==> config.mk <==
export PLATFORM = sky130hd
export DESIGN_NAME = npp_sine
export DESIGN_NICKNAME = d
export VERILOG_FILES = /design/src/rtl/npp_pkg.sv /design/src/rtl/npp_sine.sv
export SDC_FILE = /design/constraint.sdc
export NUM_CORES = 2
export LEC_CHECK = 0
export ABC_AREA = 1
export BUFFER_PORTS_ARGS = -buffer_cell sky130_fd_sc_hd__buf_2
export CAP_MARGIN = 10
export CORE_UTILIZATION = 67
export DETAILED_ROUTE_END_ITERATION = 10
export PLACE_DENSITY_LB_ADDON = 0.05
export SLEW_MARGIN = 5
export SYNTH_ARGS = -nofsm -noshare
export SYNTH_HDL_FRONTEND = slang
export SYNTH_SLANG_ARGS = --single-unit
==> constraint.sdc <==
create_clock -name clk -period 11.6 [get_ports clk]
set_input_delay 3.48 -clock clk [delete_from_list [all_inputs] [get_ports clk]]
set_output_delay 3.48 -clock clk [all_outputs]
set_load 0.02 [all_outputs]
==> src/rtl/npp_pkg.sv <==
// ----------------------------------------------------------------------------
// npp_pkg
// Shared types and constants for the nearest path point block.
// ----------------------------------------------------------------------------
package npp_pkg;

  localparam int MAX_POINTS_DEFAULT = 1024;

  localparam int COORD_W = 32;
  localparam int HEAD_W  = 16;
  localparam int INDEX_W = 10;
  localparam int COUNT_W = 11;

  // Quarter-wave sine polynomial coefficients, Q30.
  localparam logic [31:0] SIN_C1 = 32'd1686629713;
  localparam logic [31:0] SIN_C3 = 32'd693598669;
  localparam logic [31:0] SIN_C5 = 32'd85569306;
  localparam logic [31:0] SIN_C7 = 32'd5026996;
  localparam logic [31:0] SIN_C9 = 32'd172272;

  localparam logic [33:0] Q30_ONE      = 34'h0_4000_0000;
  localparam logic [15:0] QUARTER_TURN = 16'h4000;

  typedef enum logic [3:0] {
    ST_IDLE,
    ST_SCAN,
    ST_DRAIN,
    ST_FETCH,
    ST_LOAD,
    ST_DIFF,
    ST_SIN,
    ST_COS,
    ST_MUL,
    ST_SUM,
    ST_RESULT
  } state_t;

  typedef enum logic [2:0] {
    SS_SQUARE,
    SS_C7,
    SS_C5,
    SS_C3,
    SS_C1,
    SS_SCALE
  } sin_step_t;

  typedef struct packed {
    logic        neg;
    logic [30:0] mag;
  } sin_res_t;

endpackage

==> src/rtl/npp_sine.sv <==
// ----------------------------------------------------------------------------
// npp_sine
// Iterative Q30 sine of a binary angle: one shared multiplier evaluates the
// quarter-wave polynomial in six steps and reports magnitude and sign.
// ----------------------------------------------------------------------------
module npp_sine (
  input  logic              clk,
  input  logic              rst,
  input  logic              start,
  input  logic [15:0]       angle,
  output logic              done,
  output npp_pkg::sin_res_t res
);

  import npp_pkg::*;

  logic        busy;
  sin_step_t   step;
  sin_step_t   step_next;
  logic [14:0] rr;
  logic [31:0] t;
  logic [31:0] t2;
  logic [31:0] p;
  logic        neg;
  logic [31:0] op_a;
  logic [31:0] op_b;
  logic [31:0] coef;
  logic [63:0] prod;
  logic [33:0] sh;

  always_comb begin
    rr = angle[14] ? (15'd16384 - {1'b0, angle[13:0]}) : {1'b0, angle[13:0]};
  end

  always_comb begin
    step_next = SS_SQUARE;
    op_a      = t2;
    op_b      = p;
    coef      = SIN_C1;
    case (step)
      SS_SQUARE: begin
        step_next = SS_C7;
        op_a      = t;
        op_b      = t;
      end
      SS_C7: begin
        step_next = SS_C5;
        op_b      = SIN_C9;
        coef      = SIN_C7;
      end
      SS_C5: begin
        step_next = SS_C3;
        coef      = SIN_C5;
      end
      SS_C3: begin
        step_next = SS_C1;
        coef      = SIN_C3;
      end
      SS_C1: begin
        step_next = SS_SCALE;
        coef      = SIN_C1;
      end
      SS_SCALE: begin
        step_next = SS_SQUARE;
        op_a      = t;
      end
      default: begin
        step_next = SS_SQUARE;
      end
    endcase
  end

  assign prod = {32'b0, op_a} * {32'b0, op_b};
  assign sh   = prod[63:30];

  always_ff @(posedge clk) begin
    if (rst) begin
      busy <= 1'b0;
      done <= 1'b0;
      step <= SS_SQUARE;
    end else begin
      done <= 1'b0;
      if (start) begin
        busy <= 1'b1;
        step <= SS_SQUARE;
      end else if (busy) begin
        step <= step_next;
        if (step == SS_SCALE) begin
          busy <= 1'b0;
          done <= 1'b1;
        end
      end
    end
  end

  always_ff @(posedge clk) begin
    if (start) begin
      t   <= {1'b0, rr, 16'b0};
      neg <= angle[15];
    end else if (busy) begin
      case (step)
        SS_SQUARE: begin
          t2 <= sh[31:0];
        end
        SS_C7, SS_C5, SS_C3, SS_C1: begin
          p <= coef - sh[31:0];
        end
        SS_SCALE: begin
          res.neg <= neg;
          res.mag <= (sh > Q30_ONE) ? Q30_ONE[30:0] : sh[30:0];
        end
        default: begin
          t2 <= t2;
        end
      endcase
    end
  end

endmodule

==> impl_metrics.env <==
export IMPL_status="finished, final reports clean"
export IMPL_avgSynthCellArea_sq_um=8.24
export IMPL_antenna_found_initial=1
export IMPL_io_buffers=51
export IMPL_finalClockSkew_ns=0.0111
export IMPL_fmax_mhz=88.8
export IMPL_synth_area_sq_mm=0.0392
export IMPL_setup_slack_ns=0.340
export IMPL_rsz0062_at_grt="true"
export IMPL_synth_area_leader_cell="fa_1"
export IMPL_vias=32600
export IMPL_yosys_top_cells_area="fa_1, inv_1, ha_1"
export IMPL_via_per_inst=5.81
export IMPL_drive_gt1_frac=0.0702
export IMPL_synth_fp_nets=5956
export IMPL_start_util=0.679
export IMPL_cts_hold_buf=0
export IMPL_die_area_sq_mm=0.0594
export IMPL_cp_num_buf_inv=10
export IMPL_pre_cts_slack_ns=0.485
export IMPL_root_buffer="clkbuf_16"
export IMPL_cts_tree="done"
export IMPL_num_io_pins=52
export IMPL_seq_area_sq_mm=0.00346
export IMPL_synth_cell_type_count=44
export IMPL_setup_worst_path_class="register to register"
export IMPL_fin_nets=6034
export IMPL_numClockSinks=117
export IMPL_synth_top_cell_area_share=0.458
export IMPL_max_clock_path_buffers=2
export IMPL_synth_commonest_cells="inv_1, fa_1, nand2_1"
export IMPL_grt_pass1_wl_mm=200
export IMPL_grt_pass1_vias=33900
export IMPL_yosys_cell_count_top_type="inv_1"
export IMPL_hold_class="register to register"
export IMPL_cp_start_kind="register"
export IMPL_cp_common_cell="nand2_1"
export IMPL_grt_max_degree=33
export IMPL_n_fill_cell=4584
export IMPL_fp_row_count=88
export IMPL_clk_pin_slew_ns=0.06
export IMPL_wl_per_cell_microns=23.3
export IMPL_overflow=0
export IMPL_ys_seq_elements=117
export IMPL_async_flop_share=0
export IMPL_place_area_sq_mm=0.0412
export IMPL_worstPathMaxFanout=16
export IMPL_drt_iter0_drc=3402
export IMPL_gp_congestion=1.10
export IMPL_fin_crit_ns=11.26
export IMPL_synth_top_flop_cell="edfxtp_1"
export IMPL_timing_final_crit_share=0.971
export IMPL_wl_mm=131
export IMPL_synth_edf_count=112
export IMPL_grtUsageTotal=0.458
export IMPL_hold_viol=0
export IMPL_drtAntennaViolNets=0
export IMPL_design_area_sq_mm=0.0418
export IMPL_cpMaxStageDelayCell="fa_1"
export IMPL_ys_seq_area_frac=0.0884
export IMPL_relSlewSlack=0.239
export IMPL_yosys_warnings=0
export IMPL_coreArea_sq_mm=0.0577
export IMPL_h_tree_depth=4
export IMPL_critical_path_arrival_ns=11.44
export IMPL_slowest_delay_ns=0.62
export IMPL_cts_made_buffers=17
export IMPL_timing_max_cap_violations=0
export IMPL_drt_pre_antenna_iters=6
export IMPL_die_height_microns=244
export IMPL_cp_top_family="adder cells"
export IMPL_setup_viol=0
export IMPL_critical_path_required_ns=11.78
export IMPL_area_growth_pct=6.73
export IMPL_drc=0
export IMPL_dpl_hpwl_mm=108
export IMPL_max_slew_worst_pin_slew_ns=1.14
export IMPL_clkLatencyLatePin_ns=0.42
export IMPL_multi_input_area_sq_mm=0.0307
export IMPL_synth_cells=4753
export IMPL_die_w_microns=244
export IMPL_drv_slew=0
export IMPL_cp_end_kind="register"
[through the flow]
stage	TNS (ns)	instances	utilization	hold WS, ns
floorplan	0	4753	-	0.400
global route	-0.119	5609	0.725	0.448
detailed placement	0	5570	0.714	0.430
finish	0	5611	0.725	0.440
CTS	0	5602	0.723	0.445
global placement	0	5570	0.714	0.403
[layout by cell type, fill, tap and decap left out, drive strengths merged, types with 11 or more instances in the layout]
cell type	count
inv	1157
fa	896
nand2	843
nor2	792
ha	288
buf	224
a21oi	121
edfxtp	112
o21ai	86
nand3	80
xor2	38
clkinv	28
nor3	21
clkbuf	18
nand4	15
o21bai	13
a22oi	13
or2	11
xnor2	11
[routing by layer]
metal  vias to the layer above  global-route usage  part of all wire
met4                         4               0.271             0.075
li1                      14000                   -                 -
met1                     16000               0.603              0.36
met5                         -              0.0123           0.00089
met3                       465               0.135              0.14
met2                      2118               0.673              0.43
[registers in the layout (all words and copies together), names as in the netlist]
| register | flops |
|---|---|
| res | 32 |
| done | 1 |
| t2 | 32 |
| busy | 1 |
| neg | 1 |
| p | 32 |
| t | 15 |
| step | 3 |
[what timing repair did]
action,CTS,global route
setup endpoints to repair,0,16
setup buffers,0,6
resized for setup,0,13
[layout make-up]
class / instances / area share
multi-input cells: 3289 / 0.735
diodes: 2 / 0.000120
well taps: 765 / 0.0229
clock inverters: 14 / 0.00302
repair buffers: 224 / 0.0394
flip-flops and latches: 117 / 0.0828
repair inverters: 1 / 0.000180
inverters: 1181 / 0.106
clock buffers: 18 / 0.0103
[worst register-to-register path: cells and delay by family, from the launching register on]
kind / cells / cell delay [ns]
flip-flops: 1 / 0.36
AND/OR/NAND/NOR: 13 / 1.84
AO/OA/AOI/OAI: 8 / 1.53
adder cells (fa/ha/maj): 10 / 4.80
buffers and inverters: 10 / 1.90
XOR/XNOR: 1 / 0.57
[path summary, 6_finish.rpt]
kind,start,to,slack [ns],cells after the start
setup / recovery,step[0]$_SDFFE_PP0P_,p[29]$_DFFE_PP_,0.34,42
hold / removal,neg$_DFFE_PP_,res[31]$_DFFE_PP_,0.44,0
setup reg to reg,step[0]$_SDFFE_PP0P_,p[29]$_DFFE_PP_,0.34,42
hold reg to reg,neg$_DFFE_PP_,res[31]$_DFFE_PP_,0.44,0
[cells by family after synthesis]
group | after synthesis | share of synthesized area
flops | 117 | 0.0884
fa+ha+maj | 1184 | 0.550
compound gates | 276 | 0.0393
buf+inv | 1347 | 0.130
xor+xnor | 49 | 0.0111
simple gates | 1780 | 0.182
Power is not shown: default switching activity piles up to over one toggle a cycle in this logic, so the estimate is an artifact.
